## config.mk

```make
export PLATFORM = sky130hd
export DESIGN_NAME = crc_checked_frame_validator_unit
export DESIGN_NICKNAME = d
export VERILOG_FILES = /design/src/hw/rtl/crccfv_pkg.sv /design/src/hw/rtl/crc_checked_frame_validator_unit.sv
export SDC_FILE = /design/constraint.sdc
export NUM_CORES = 1
export LEC_CHECK = 0
export ABC_AREA = 1
export BUFFER_PORTS_ARGS = -buffer_cell sky130_fd_sc_hd__buf_2
export CAP_MARGIN = 30
export CORE_ASPECT_RATIO = 1.4
export CORE_MARGIN = 4
export CORE_UTILIZATION = 45
export CTS_CLUSTER_DIAMETER = 100
export DETAILED_ROUTE_END_ITERATION = 16
export HOLD_SLACK_MARGIN = 0.05
export MAX_ROUTING_LAYER = met4
export PLACE_DENSITY_LB_ADDON = 0.25
export SETUP_SLACK_MARGIN = 0.02
export SLEW_MARGIN = 25
export SYNTH_ARGS = -nofsm -noshare
export SYNTH_HDL_FRONTEND = slang
export SYNTH_SLANG_ARGS = --single-unit
```

## constraint.sdc

```tcl
create_clock -name i_clk -period 3.5 [get_ports i_clk]
set_input_delay 0.525 -clock i_clk [delete_from_list [all_inputs] [get_ports i_clk]]
set_output_delay 0.525 -clock i_clk [all_outputs]
set_load 0.01 [all_outputs]
```

## src/hw/rtl/crccfv_pkg.sv

```systemverilog
// crccfv_pkg: shared types, constants and the byte-wide crc update for the
// crc checked frame validator. No dependencies.
package crccfv_pkg;

    localparam int unsigned HEADER_BYTES = 10;
    localparam int unsigned POS_W        = 17;
    localparam int unsigned OUT_TDATA_W  = 40;

    localparam logic [POS_W-1:0] POS_MAX  = {POS_W{1'b1}};
    localparam logic [15:0]      CRC_INIT = 16'hFFFF;
    localparam logic [15:0]      CRC_POLY = 16'h1021;

    // configuration register indexes
    localparam logic CFG_SIGNATURE = 1'b0;
    localparam logic CFG_VERSION   = 1'b1;

    typedef enum logic [2:0] {
        STATUS_OK        = 3'd0,
        STATUS_SHORT     = 3'd1,
        STATUS_BAD_SIG   = 3'd2,
        STATUS_BAD_VER   = 3'd3,
        STATUS_TRUNCATED = 3'd4,
        STATUS_CRC_ERR   = 3'd5
    } t_status;

    // crc-16/ccitt-false, msb first, one byte per call
    function automatic logic [15:0] crc_byte(input logic [15:0] crc, input logic [7:0] b);
        logic [15:0] c;
        c = crc ^ {b, 8'h00};
        for (int k = 0; k < 8; k++) begin
            if (c[15]) begin
                c = {c[14:0], 1'b0} ^ CRC_POLY;
            end else begin
                c = {c[14:0], 1'b0};
            end
        end
        return c;
    endfunction

endpackage

```

## src/hw/rtl/crc_checked_frame_validator_unit.sv

```systemverilog
// crc_checked_frame_validator_unit: byte stream frame header check and
// crc-16/ccitt-false payload check. Depends on crccfv_pkg.
//
// Takes one frame byte per clock on the s_axis side and returns one status
// request on m_axis for every byte marked tlast. Sustained rate is one byte
// per cycle unless stalled: each byte passes through an input register,
// then header compare and byte-wide crc update into the frame state and
// the result register, which holds a frame's status until it is taken.
// The result register lets the next frame stream in while a status
// waits; input stalls only when a second last byte meets an untaken result.
// Header is 10 bytes big endian: signature, version, payload length, crc.
module crc_checked_frame_validator_unit (
    input  logic        i_clk,
    input  logic        i_rst_n,
    input  logic        i_cfg_we,
    input  logic        i_cfg_index,
    input  logic [31:0] i_cfg_data,
    input  logic        s_axis_tvalid,
    output logic        s_axis_tready,
    input  logic [7:0]  s_axis_tdata,   // [7:0] data_byte
    input  logic        s_axis_tlast,   // last_byte
    output logic        m_axis_tvalid,
    input  logic        m_axis_tready,
    output logic [crccfv_pkg::OUT_TDATA_W-1:0] m_axis_tdata
    // m_axis_tdata: [2:0] status, [18:3] payload_length, [34:19] crc_value,
    // [39:35] zero
);

    logic [31:0] r_exp_sig;
    logic [15:0] r_exp_ver;

    logic       r_in_valid;
    logic [7:0] r_in_byte;
    logic       r_in_last;

    logic [crccfv_pkg::POS_W-1:0] r_pos, n_pos;
    logic        r_sig_ok, n_sig_ok;
    logic        r_ver_ok, n_ver_ok;
    logic [15:0] r_hdr_len, n_hdr_len;
    logic [15:0] r_hdr_crc, n_hdr_crc;
    logic [15:0] r_crc, n_crc;

    logic                r_out_valid;
    crccfv_pkg::t_status r_out_status, n_status;
    logic [15:0]         r_out_len;
    logic [15:0]         r_out_crc;

    logic       w_adv;
    logic [7:0] w_want;
    logic [crccfv_pkg::POS_W-1:0] w_count;
    logic [crccfv_pkg::POS_W-1:0] w_need;

    assign w_adv = r_in_valid && (!r_in_last || !r_out_valid || m_axis_tready);
    assign s_axis_tready = !r_in_valid || w_adv;

    assign m_axis_tvalid = r_out_valid;
    assign m_axis_tdata  = {5'd0, r_out_crc, r_out_len, r_out_status};

    // config writes
    always_ff @(posedge i_clk) begin
        if (!i_rst_n) begin
            r_exp_sig <= 32'd0;
            r_exp_ver <= 16'd0;
        end else if (i_cfg_we) begin
            case (i_cfg_index)
                crccfv_pkg::CFG_SIGNATURE: r_exp_sig <= i_cfg_data;
                crccfv_pkg::CFG_VERSION:   r_exp_ver <= i_cfg_data[15:0];
                default: ;
            endcase
        end
    end

    // input register
    always_ff @(posedge i_clk) begin
        if (!i_rst_n) begin
            r_in_valid <= 1'b0;
        end else if (s_axis_tready) begin
            r_in_valid <= s_axis_tvalid;
        end
    end

    always_ff @(posedge i_clk) begin
        if (s_axis_tready && s_axis_tvalid) begin
            r_in_byte <= s_axis_tdata;
            r_in_last <= s_axis_tlast;
        end
    end

    // expected header byte for the current position
    always_comb begin
        case (r_pos[2:0])
            3'd0:    w_want = r_exp_sig[31:24];
            3'd1:    w_want = r_exp_sig[23:16];
            3'd2:    w_want = r_exp_sig[15:8];
            3'd3:    w_want = r_exp_sig[7:0];
            3'd4:    w_want = r_exp_ver[15:8];
            3'd5:    w_want = r_exp_ver[7:0];
            default: w_want = 8'h00;
        endcase
    end

    // per-byte state update
    always_comb begin
        n_sig_ok  = r_sig_ok;
        n_ver_ok  = r_ver_ok;
        n_hdr_len = r_hdr_len;
        n_hdr_crc = r_hdr_crc;
        n_crc     = r_crc;
        if (r_pos < crccfv_pkg::POS_W'(4)) begin
            if (r_in_byte != w_want) n_sig_ok = 1'b0;
        end else if (r_pos < crccfv_pkg::POS_W'(6)) begin
            if (r_in_byte != w_want) n_ver_ok = 1'b0;
        end else if (r_pos < crccfv_pkg::POS_W'(8)) begin
            n_hdr_len = {r_hdr_len[7:0], r_in_byte};
        end else if (r_pos < crccfv_pkg::POS_W'(crccfv_pkg::HEADER_BYTES)) begin
            n_hdr_crc = {r_hdr_crc[7:0], r_in_byte};
        end else if ((r_pos - crccfv_pkg::POS_W'(crccfv_pkg::HEADER_BYTES))
                     < {1'b0, r_hdr_len}) begin
            n_crc = crccfv_pkg::crc_byte(r_crc, r_in_byte);
        end
        n_pos = (r_pos == crccfv_pkg::POS_MAX) ? r_pos : r_pos + 1'b1;
    end

    assign w_count = n_pos;
    assign w_need  = crccfv_pkg::POS_W'(crccfv_pkg::HEADER_BYTES) + {1'b0, n_hdr_len};

    always_comb begin
        if (w_count < crccfv_pkg::POS_W'(crccfv_pkg::HEADER_BYTES)) begin
            n_status = crccfv_pkg::STATUS_SHORT;
        end else if (!n_sig_ok) begin
            n_status = crccfv_pkg::STATUS_BAD_SIG;
        end else if (!n_ver_ok) begin
            n_status = crccfv_pkg::STATUS_BAD_VER;
        end else if (w_need > w_count) begin
            n_status = crccfv_pkg::STATUS_TRUNCATED;
        end else if (n_crc != n_hdr_crc) begin
            n_status = crccfv_pkg::STATUS_CRC_ERR;
        end else begin
            n_status = crccfv_pkg::STATUS_OK;
        end
    end

    // frame state, cleared after each last byte
    always_ff @(posedge i_clk) begin
        if (!i_rst_n) begin
            r_pos     <= '0;
            r_sig_ok  <= 1'b1;
            r_ver_ok  <= 1'b1;
            r_hdr_len <= 16'd0;
            r_hdr_crc <= 16'd0;
            r_crc     <= crccfv_pkg::CRC_INIT;
        end else if (w_adv) begin
            if (r_in_last) begin
                r_pos     <= '0;
                r_sig_ok  <= 1'b1;
                r_ver_ok  <= 1'b1;
                r_hdr_len <= 16'd0;
                r_hdr_crc <= 16'd0;
                r_crc     <= crccfv_pkg::CRC_INIT;
            end else begin
                r_pos     <= n_pos;
                r_sig_ok  <= n_sig_ok;
                r_ver_ok  <= n_ver_ok;
                r_hdr_len <= n_hdr_len;
                r_hdr_crc <= n_hdr_crc;
                r_crc     <= n_crc;
            end
        end
    end

    // result register
    always_ff @(posedge i_clk) begin
        if (!i_rst_n) begin
            r_out_valid <= 1'b0;
        end else if (w_adv && r_in_last) begin
            r_out_valid <= 1'b1;
        end else if (m_axis_tready) begin
            r_out_valid <= 1'b0;
        end
    end

    always_ff @(posedge i_clk) begin
        if (w_adv && r_in_last) begin
            r_out_status <= n_status;
            if (n_status == crccfv_pkg::STATUS_SHORT) begin
                r_out_len <= 16'd0;
                r_out_crc <= 16'd0;
            end else begin
                r_out_len <= n_hdr_len;
                r_out_crc <= n_crc;
            end
        end
    end

`ifndef SYNTHESIS
    a_last_gives_result: assert property (@(posedge i_clk) disable iff (!i_rst_n)
        (w_adv && r_in_last) |=> r_out_valid)
        else $error("last byte did not produce a result");

    a_state_cleared: assert property (@(posedge i_clk) disable iff (!i_rst_n)
        (w_adv && r_in_last) |=> (r_pos == '0 && r_sig_ok && r_ver_ok
                                  && r_crc == crccfv_pkg::CRC_INIT))
        else $error("frame state not cleared after last byte");

    a_pos_steps: assert property (@(posedge i_clk) disable iff (!i_rst_n)
        (w_adv && !r_in_last && r_pos != crccfv_pkg::POS_MAX)
        |=> r_pos == $past(r_pos) + 1'b1)
        else $error("byte position did not advance");

    a_short_zero: assert property (@(posedge i_clk) disable iff (!i_rst_n)
        (r_out_valid && r_out_status == crccfv_pkg::STATUS_SHORT)
        |-> (r_out_len == 16'd0 && r_out_crc == 16'd0))
        else $error("short frame reports nonzero fields");

    a_no_overwrite: assert property (@(posedge i_clk) disable iff (!i_rst_n)
        (r_out_valid && !m_axis_tready) |-> !(w_adv && r_in_last))
        else $error("pending result overwritten");
`endif

endmodule

```

==> reports/qor.yml, run 1 <==
synth_edf_count: 44
drc: 0
vias: 8983
grt_use_total: 0.241
synthCells: 1301
io_pins: 89
syn_to_final_growth_pct: 24.0
ys_async_sr_fraction: 0
avgSynthCellArea_um2: 7.17
rsz0062_at_grt: "true"
p_per_area_nw_per_um2: 367
peakVddDrop_v: 0.000312
finalCriticalPeriod_ps: 3950
num_antenna_cells: 0
synth_area_um2: 9330
core_um2: 20500
ys.flop_type: "dfxtp_1"
seqCellArea_um2: 3660
period_share: 1.13
cts_tree: "done"
die_area_um2: 23100
cp_max_fo: 6
ys_seq_elements: 161
grt_max_degree: 79
ys_seq_area_frac: 0.393
holdBufCountCts: 0
combPwrFrac: 0.084
p_sw_frac: 0.263
synth_cell_types: 47
cts_root_buf: "clkbuf_16"
mostFrequentLayoutCell: "nand2_1"
post-dp-hpwl_um: 19600
fin_nets: 1566
slew_headroom: 0.439
worstMarginPinSlew_ps: 841
wl_per_cell_um: 15.3
fmax_ghz: 0.253
yosysWarningCount: 0
grt_pass1_vias: 8738
cts_num_sinks: 161
start_util: 0.456
fp-row-count: 62
htree_levels: 4
drtAntennaViolNets: 0
multiInputGateArea_um2: 4960
fp.dieW_um: 130
portBuffers: 83
arrival_ps: 4150
fin_cells: 1747
gp_congestion: 0.937
leakagePower_nw: 5.47
p_sw_mw: 1.12
setup.worst_path.end_class: "flip-flop"
critical_path_class: "reg -> reg"
status: "finished, violations left"
dpl.cell_count: 1704
cts_inserted_buffers: 17
power_frac_clock: 0.441
worstHoldPathType: "in -> reg"
intPower_mw: 3.13
clkLatencyLatePin_ps: 440
wirelength_um: 26600
final_cell_mix: "nand2_1 (294), nor2_1 (159), inv_1 (146), buf_4 (124), dfxtp_1 (117)"
hold_viol_final: 0
failed_checks: "negative setup slack"
die_h_um: 178
dr.pass1.iters: 8
fin_total_pwr_mw: 4.25
grt_overflow_total: 0
grt_pass1_wl_um: 43000
cts_buffer_depth: 2
maxSlewViolCount: 0
p_seq_frac: 0.476
drtIter0Drc: 606
avgViaCountPerCell: 5.14
cts.reportedPaths.clkPinSlew_ps: 70
finClkSkew_ps: 10.5
finalWorstSetupSlack_ps: -455
drv_cap: 0
worstPathRequired_ps: 3690
n_fill_cell: 2014
setup_violations: 2
cp-start-kind: "flip-flop"
antenna_found_initial: 0
drive_above_1_share: 0.201
-- worst max-delay path, stage by stage (launching register included) --
cell	delay (ps)
dfxtp_1	310
or2_1	230
nor2_2	170
nand3_2	120
nor2_4	160
nand2_4	100
buf_4	140
buf_4	130
o21ai_4	190
inv_2	90
ha_4	180
o21ai_4	160
nor3_4	50
nand2_1	90
nor2_2	50
buf_4	130
xor2_1	130
ha_1	180
a21oi_1	160
nor2_1	60
a211oi_1	230
nand2_1	90
nand2_1	80
o211ai_1	140
o41ai_4	90
nand3_1	120
nand3_1	90
inv_1	50
-- cells in the mapped netlist, types with 2 or more instances --
cell type / n / area [um^2]
nand3_1: 68 / 340
buf_6: 3 / 33.8
o22ai_1: 8 / 50.1
nor2_2: 6 / 37.5
nand3b_1: 9 / 67.6
clkbuf_1: 34 / 128
xnor2_1: 17 / 149
a221oi_1: 3 / 26.3
nand2_1: 301 / 1130
xor2_1: 51 / 447
nor2_4: 3 / 33.8
o21a_1: 2 / 15.0
o21ai_1: 19 / 95.1
nor3_1: 10 / 50.1
dfxtp_1: 117 / 2340
o2111ai_1: 2 / 17.5
ha_1: 41 / 513
nor4_1: 2 / 12.5
o21ai_0: 86 / 430
a211oi_1: 2 / 15.0
o211ai_1: 3 / 22.5
nand4_1: 10 / 62.6
inv_1: 147 / 552
o21ai_2: 5 / 43.8
edfxtp_1: 44 / 1320
clkinv_1: 2 / 7.51
a21oi_1: 89 / 445
or2_1: 2 / 12.5
nand2_2: 6 / 37.5
a31oi_1: 3 / 18.8
buf_2: 15 / 75.1
inv_2: 10 / 37.5
buf_4: 5 / 37.5
nor2_1: 163 / 612
-- worst paths after layout --
kind | from | to | slack, ps | depth (start not counted)
worst min-delay path | s_axis_tdata[3] | r_in_byte[3] | 260 | 1
worst min register to register | r_exp_ver[8] | r_exp_ver[8] | 450 | 2
worst max-delay path | r_pos[7] | r_out_status[2] | -450 | 27
worst max register to register | r_pos[7] | r_out_status[2] | -450 | 27
-- cell families after synthesis --
group,count (synthesis),share of synthesized area
adders and majority gates,41,0.0550
xor gates and xnor gates,68,0.0638
AOI/OAI and AO/OA,226,0.130
other,1,0.000402
buffers and inverters,217,0.0938
and+or+nand+nor,587,0.264
DFF,161,0.393
-- flip-flops by register name, indices dropped and copies added, names as in the netlist --
register / count
r_exp_sig: 32
r_pos: 17
r_crc: 16
r_exp_ver: 16
r_hdr_crc: 16
r_hdr_len: 16
r_out_crc: 16
r_out_len: 16
r_in_byte: 8
r_out_status: 3
m_axis_tvalid: 1
r_in_last: 1
r_in_valid: 1
r_sig_ok: 1
r_ver_ok: 1
-- per-layer routing --
layer / global-route usage / wire length, um
met5: - / 0
met2: 0.411 / 13200
met4: 0.0966 / 879
met3: 0.0324 / 1530
met1: 0.285 / 11100
-- power by group through the flow --
stage          combinational (mW)  clock [mW]  sequential [mW]
2_1_floorplan               0.231           0             2.05
3_3_place_gp                0.350           0             2.06
3_5_place_dp                0.353           0             2.06
4_1_cts                     0.355        1.89             2.02
5_1_grt                     0.402        1.96             2.02
6_report                    0.355        1.87             2.02
-- stage by stage --
step / hold slack, ps / instance area, um^2 / setup slack (ps) / TNS [ps] / utilization
global route: 247 / 11600 / -612 / -1200 / 0.565
detailed placement: 442 / 10800 / -281 / -498 / 0.525
finish: 260 / 11600 / -455 / -839 / 0.565
global placement: 438 / 10800 / -209 / -395 / 0.525
CTS: 253 / 11400 / -207 / -336 / 0.559
floorplan: 425 / 9360 / -87.9 / -96.1 / -
-- layout make-up --
type	instances	share of cell area
well taps	256	0.0277
inverters	159	0.0517
clock inverters	14	0.0127
clock buffers	18	0.0380
flip-flops and latches	161	0.317
multi-input cells	927	0.429
repair buffers	212	0.125
-- what timing repair did --
action	in CTS	in global routing
gates cloned	0	0
setup endpoints to repair	2	2
resized for setup	15	15
buffers inserted	4	7
pin swaps	5	18
Note: power is estimated with default switching activity, not from simulation.
==> run 2: changes to the inputs <==
--- a/config.mk
+++ b/config.mk
@@ -10,7 +10,7 @@
 export CAP_MARGIN = 30
 export CORE_ASPECT_RATIO = 1.4
 export CORE_MARGIN = 4
-export CORE_UTILIZATION = 45
+export CORE_UTILIZATION = 35
 export CTS_CLUSTER_DIAMETER = 100
 export DETAILED_ROUTE_END_ITERATION = 16
 export HOLD_SLACK_MARGIN = 0.05
==> reports/qor.yml, run 2 (synthesized netlist as in run 1, its figures left out) <==
cts_num_sinks: 161  # unchanged
gp_congestion: 0.901  # was 0.937
cts_root_buf: "clkbuf_16"  # unchanged
grt_overflow_total: 0  # unchanged
fin_nets: 1589  # was 1566
post-dp-hpwl_um: 21000  # was 19600 um
grt_pass1_wl_um: 44500  # was 43000 um
syn_to_final_growth_pct: 25.9  # was 24.0%
die_area_um2: 29400  # was 23100 um^2
maxSlewViolCount: 0  # unchanged
slowest_delay_ps: 310  # about the same
finalWorstSetupSlack_ps: -266  # was -455 ps
worstMarginPinSlew_ps: 890  # was 841 ps
core_um2: 26200  # was 20500 um^2
cp_max_fo: 6  # unchanged
arrival_ps: 3970  # was 4150 ps
rsz0062_at_grt: "true"  # unchanged
largest_registers: "r_exp_sig (32), r_pos (17)"  # unchanged
status: "finished, violations left"  # unchanged
drive_above_1_share: 0.211  # was 0.201
largest_reg_flops: 32  # unchanged
grt_max_degree: 79  # unchanged
fp-row-count: 70  # was 62
drc: 0  # unchanged
slowest_stage: "dfxtp_1"  # unchanged
avgViaCountPerCell: 4.83  # was 5.14
drv_cap: 0  # unchanged
hold_viol_final: 0  # unchanged
drtAntennaViolNets: 0  # unchanged
grt_pass1_vias: 8638  # was 8738
antenna_found_initial: 0  # unchanged
worstHoldPathType: "in -> reg"  # unchanged
holdWs_ps: 254  # was 260 ps
fmax_ghz: 0.266  # was 0.253 GHz
wirelength_um: 27500  # was 26600 um
worstPathRequired_ps: 3700  # was 3690 ps
critical_path_class: "reg -> reg"  # unchanged
fin_total_pwr_mw: 4.11  # was 4.25 mW
die_h_um: 201  # was 178 um
slew_headroom: 0.405  # was 0.439
portBuffers: 83  # unchanged
num_antenna_cells: 0  # unchanged
mostFrequentLayoutCell: "nand2_1"  # unchanged
cts_buffer_depth: 2  # unchanged
period_share: 1.08  # was 1.13
cts.reportedPaths.clkPinSlew_ps: 70  # about the same
vias: 8880  # was 8983
wl_per_cell_um: 14.9  # was 15.3 um
io_pins: 89  # unchanged
failed_checks: "negative setup slack"  # unchanged
peakVddDrop_v: 0.000340  # was 0.000312 V
final_cell_mix: "nand2_1 (295), nor2_1 (157), buf_4 (146), inv_1 (144), dfxtp_1 (117)"  # was nand2_1 (294), nor2_1 (159), inv_1 (146), buf_4 (124), dfxtp_1 (117)
finClkSkew_ps: 11.9  # was 10.5 ps
start_util: 0.356  # was 0.456
p_per_area_nw_per_um2: 350  # was 367 nW/um^2
holdBufCountCts: 0  # unchanged
leakagePower_nw: 5.52  # was 5.47 nW
crit_path_frequent_cell: "nand2_1"
max_flop_register: "r_exp_sig"  # unchanged
setup_violations: 2  # unchanged
finalCriticalPeriod_ps: 3770  # was 3950 ps
setup.worst_path.end_class: "flip-flop"  # unchanged
drtIter0Drc: 475  # was 606
clkLatencyLatePin_ps: 440  # about the same
cts_tree: "done"  # unchanged
grt_use_total: 0.193  # was 0.241
dr.pass1.iters: 4  # was 8
cts_inserted_buffers: 17  # unchanged
fp.dieW_um: 146  # was 130 um
htree_levels: 4  # unchanged
cp-start-kind: "flip-flop"  # unchanged
-- run 2: what timing repair did --
item,CTS,global route
resized for setup,5,20
endpoints found under the setup margin,2,35
pin swaps,2,7
setup buffers,3,6
-- run 2: final timing paths --
check | slack [ps] | start | end | cells past startpoint
setup reg to reg | -270 | r_pos[7] | r_out_status[0] | 26
hold / removal | 250 | s_axis_tdata[3] | r_in_byte[3] | 1
setup / recovery | -270 | r_pos[7] | r_out_status[0] | 26
hold reg to reg | 450 | r_exp_sig[13] | r_exp_sig[13] | 2
-- run 2: final cells by class --
| type | count | area [um^2] |
|---|---|---|
| clock inverter | 14 | 103 |
| sequential | 161 | 3660 |
| timing repair buffer | 235 | 1620 |
| inverter | 159 | 598 |
| fill | 2673 | 14400 |
| multi-input combinational | 927 | 4920 |
| clock buffer | 18 | 429 |
| tap | 324 | 405 |
-- run 2: report_power, final --
part	internal (mW)	switching, mW	total (mW)
Clock	0.913	0.818	1.73
Combinational	0.137	0.229	0.365
Sequential	1.97	0.0434	2.02
Total	3.02	1.09	4.11
-- run 2: worst max-delay path: cells and delay by family (launching register included) --
family	cells	cell delay, ps
buf+inv	3	290
fa+ha+maj	2	420
xor+xnor	1	160
compound gates	4	570
flops	1	310
simple gates	16	1770
-- run 2: layer usage --
layer	GRT usage	routed length, um	vias up
li1	-	-	4583
met1	0.233	12000	4055
met2	0.322	13400	198
met3	0.0378	1330	44
met4	0.0689	695	0
met5	-	0	-
-- run 2: metrics by stage --
step	cell area (um^2)	setup TNS, ps	setup WS, ps	util	instances
3_5_place_dp	11100	-796	-436	0.422	1797
5_1_grt	11700	-1020	-519	0.448	1838
4_1_cts	11600	-539	-269	0.444	1832
6_report	11700	-481	-266	0.448	1838
3_3_place_gp	11100	-606	-364	0.422	1797
2_1_floorplan	9360	-96.1	-87.9	-	1305
==> run 3: changes to the inputs <==
--- a/config.mk
+++ b/config.mk
@@ -11,11 +11,12 @@
 export CORE_ASPECT_RATIO = 1.4
 export CORE_MARGIN = 4
 export CORE_UTILIZATION = 35
+export CTS_BUF_LIST = sky130_fd_sc_hd__clkbuf_4 sky130_fd_sc_hd__clkbuf_8
 export CTS_CLUSTER_DIAMETER = 100
 export DETAILED_ROUTE_END_ITERATION = 16
 export HOLD_SLACK_MARGIN = 0.05
 export MAX_ROUTING_LAYER = met4
-export PLACE_DENSITY_LB_ADDON = 0.25
+export PLACE_DENSITY = 0.59
 export SETUP_SLACK_MARGIN = 0.02
 export SLEW_MARGIN = 25
 export SYNTH_ARGS = -nofsm -noshare
==> reports/qor.yml, run 3 (synthesized netlist as in run 1, its figures left out) <==
critical_path_class: "reg -> reg"  # unchanged
syn_to_final_growth_pct: 28.7  # was 25.9%
maxSlewViolCount: 0  # unchanged
slowest_stage: "dfxtp_1"  # unchanged
cp-start-kind: "flip-flop"  # unchanged
num_antenna_cells: 0  # unchanged
worstPathRequired_ps: 3750  # was 3700 ps
final_cell_mix: "nand2_1 (278), buf_4 (160), nor2_1 (155), inv_1 (139), dfxtp_1 (112)"  # was nand2_1 (295), nor2_1 (157), buf_4 (146), inv_1 (144), dfxtp_1 (117)
cp-endpoint: "r_out_status[0]"  # unchanged
cp-startpoint: "r_pos[2]"  # was r_pos[7]
grt_pass1_wl_um: 44500  # about the same
cp_max_fo: 11  # was 6
dpl.cell_count: 1798  # was 1797
portBuffers: 83  # unchanged
r2r_slack_ps: -380  # was -270 ps
die_area_um2: 29400  # unchanged
setup_violations: 2  # unchanged
core_um2: 26200  # unchanged
arrival_ps: 4130  # was 3970 ps
setup.worst_path.end_class: "flip-flop"  # unchanged
fin_area_um2: 12000  # was 11700 um^2
critPathTopFamily: "simple AND/OR/NAND/NOR gates"  # unchanged
fin_util: 0.458  # was 0.448
holdWs_ps: 207  # was 254 ps
avgViaCountPerCell: 4.88  # was 4.83
cp.depth: 26  # unchanged
fin_cells: 1859  # was 1838
cts_num_sinks: 161  # unchanged
io_pins: 89  # unchanged
placed_cell_area_um2: 11000  # was 11100 um^2
drtAntennaViolNets: 0  # unchanged
cts_buffer_depth: 2  # unchanged
rr_startpoint: "r_pos[2]"  # was r_pos[7]
slew_headroom: 0.403  # was 0.405
fin_total_pwr_mw: 3.82  # was 4.11 mW
htree_levels: 4  # unchanged
grt_overflow_total: 0  # unchanged
finalCriticalPeriod_ps: 3880  # was 3770 ps
period_share: 1.11  # was 1.08
worstMarginPinSlew_ps: 893  # was 890 ps
drtIter0Drc: 527  # was 475
grt_max_degree: 79  # unchanged
dr.pass1.iters: 5  # was 4
grt_use_total: 0.194  # was 0.193
path_buf_inv: 7  # was 3
cts_tree: "done"  # unchanged
largest_reg_flops: 32  # unchanged
drive_above_1_share: 0.248  # was 0.211
cts_inserted_buffers: 17  # unchanged
finClkSkew_ps: 13.8  # was 11.9 ps
worstHoldPathType: "in -> reg"  # unchanged
slowest_delay_ps: 360  # was 310 ps
peakVddDrop_v: 0.000474  # was 0.000340 V
finalWorstSetupSlack_ps: -375  # was -266 ps
largest_registers: "r_exp_sig (32), r_pos (17)"  # unchanged
failed_checks: "negative setup slack"  # unchanged
vias: 9063  # was 8880
reg2reg_depth: 26  # unchanged
status: "finished, violations left"  # unchanged
wl_per_cell_um: 15.0  # was 14.9 um
gp_congestion: 0.911  # was 0.901
cts.reportedPaths.clkPinSlew_ps: 100  # was 70 ps
p_per_area_nw_per_um2: 318  # was 350 nW/um^2
crit_path_frequent_cell: "nand2_1"  # unchanged
wirelength_um: 27800  # was 27500 um
rsz0062_at_grt: "true"  # unchanged
start_util: 0.356  # unchanged
fp-row-count: 70  # unchanged
fmax_ghz: 0.258  # was 0.266 GHz
antenna_found_initial: 0  # unchanged
grt_pass1_vias: 8799  # was 8638
drv_cap: 0  # unchanged
fin_nets: 1610  # was 1589
mostFrequentLayoutCell: "nand2_1"  # unchanged
die_h_um: 201  # unchanged
max_flop_register: "r_exp_sig"  # unchanged
holdBufCountCts: 0  # unchanged
cts_root_buf: "clkbuf_8"  # was clkbuf_16
leakagePower_nw: 5.64  # was 5.52 nW
drc: 0  # unchanged
fp.dieW_um: 146  # unchanged
hold_viol_final: 0  # unchanged
post-dp-hpwl_um: 21000  # about the same
clkLatencyLatePin_ps: 490  # was 440 ps
rr_endpoint: "r_out_status[0]"  # unchanged
[run 3: layer usage]
layer  vias to the layer above  GRT usage  part of all wire
met2                       222      0.335              0.50
met3                        45     0.0282             0.041
met4                         0     0.0720             0.029
met5                         -          -                 0
met1                      4159      0.228              0.43
li1                       4637          -                 -
[run 3: timing repair]
item | CTS | global route
setup buffers | 18 | 13
resized for setup | 25 | 69
pin swaps | 27 | 53
endpoints found under the setup margin | 2 | 43
[run 3: final cells by class]
class                   count  area, um^2
clock inverters            14         159
repair buffers            256        1810
flip-flops and latches    161        3670
well taps                 324         405
fillers                  2592       14200
inverters                 159         598
clock buffers              18         248
multi-input cells         927        5110
[run 3: worst min path at each step]
stage / endpoint / cells after the start / start
2_1_floorplan: r_exp_sig[9] / 2 / r_exp_sig[9]
3_3_place_gp: r_exp_ver[5] / 2 / r_exp_ver[5]
4_1_cts: r_in_last / 1 / s_axis_tlast
3_5_place_dp: r_exp_sig[9] / 2 / r_exp_sig[9]
5_1_grt: r_in_last / 1 / s_axis_tlast
6_report: r_in_last / 1 / s_axis_tlast
[run 3: per-stage QoR]
| stage | setup TNS [ps] | setup slack [ps] |
|---|---|---|
| floorplan | -96.1 | -87.9 |
| finish | -714 | -375 |
| global route | -1220 | -619 |
| detailed placement | -878 | -493 |
| CTS | -796 | -446 |
| global placement | -861 | -484 |
[run 3: worst reg2reg max path, cell delays in order (launching register included)]
cell	delay [ps]
dfxtp_1	360
buf_4	200
ha_1	200
nand2_1	70
inv_1	60
nand2_4	140
buf_8	160
buf_4	140
o21ai_4	60
inv_2	120
o21ai_4	80
nor3_2	200
nand2_1	110
nor2_2	140
nand3_2	120
clkinv_2	70
nand4_1	110
xor2_1	190
ha_1	290
nand2_2	70
buf_6	110
o211ai_1	260
o41ai_4	150
nand2_1	100
nand2_1	50
nand2_1	60
nand2_1	50
[run 3: report_power, final]
group	switching, mW	internal (mW)	leakage [nW]
sequential	0.0434	1.97	1.38
combinational	0.231	0.141	4.05
clock	0.811	0.621	0.210
total	1.09	2.73	5.64
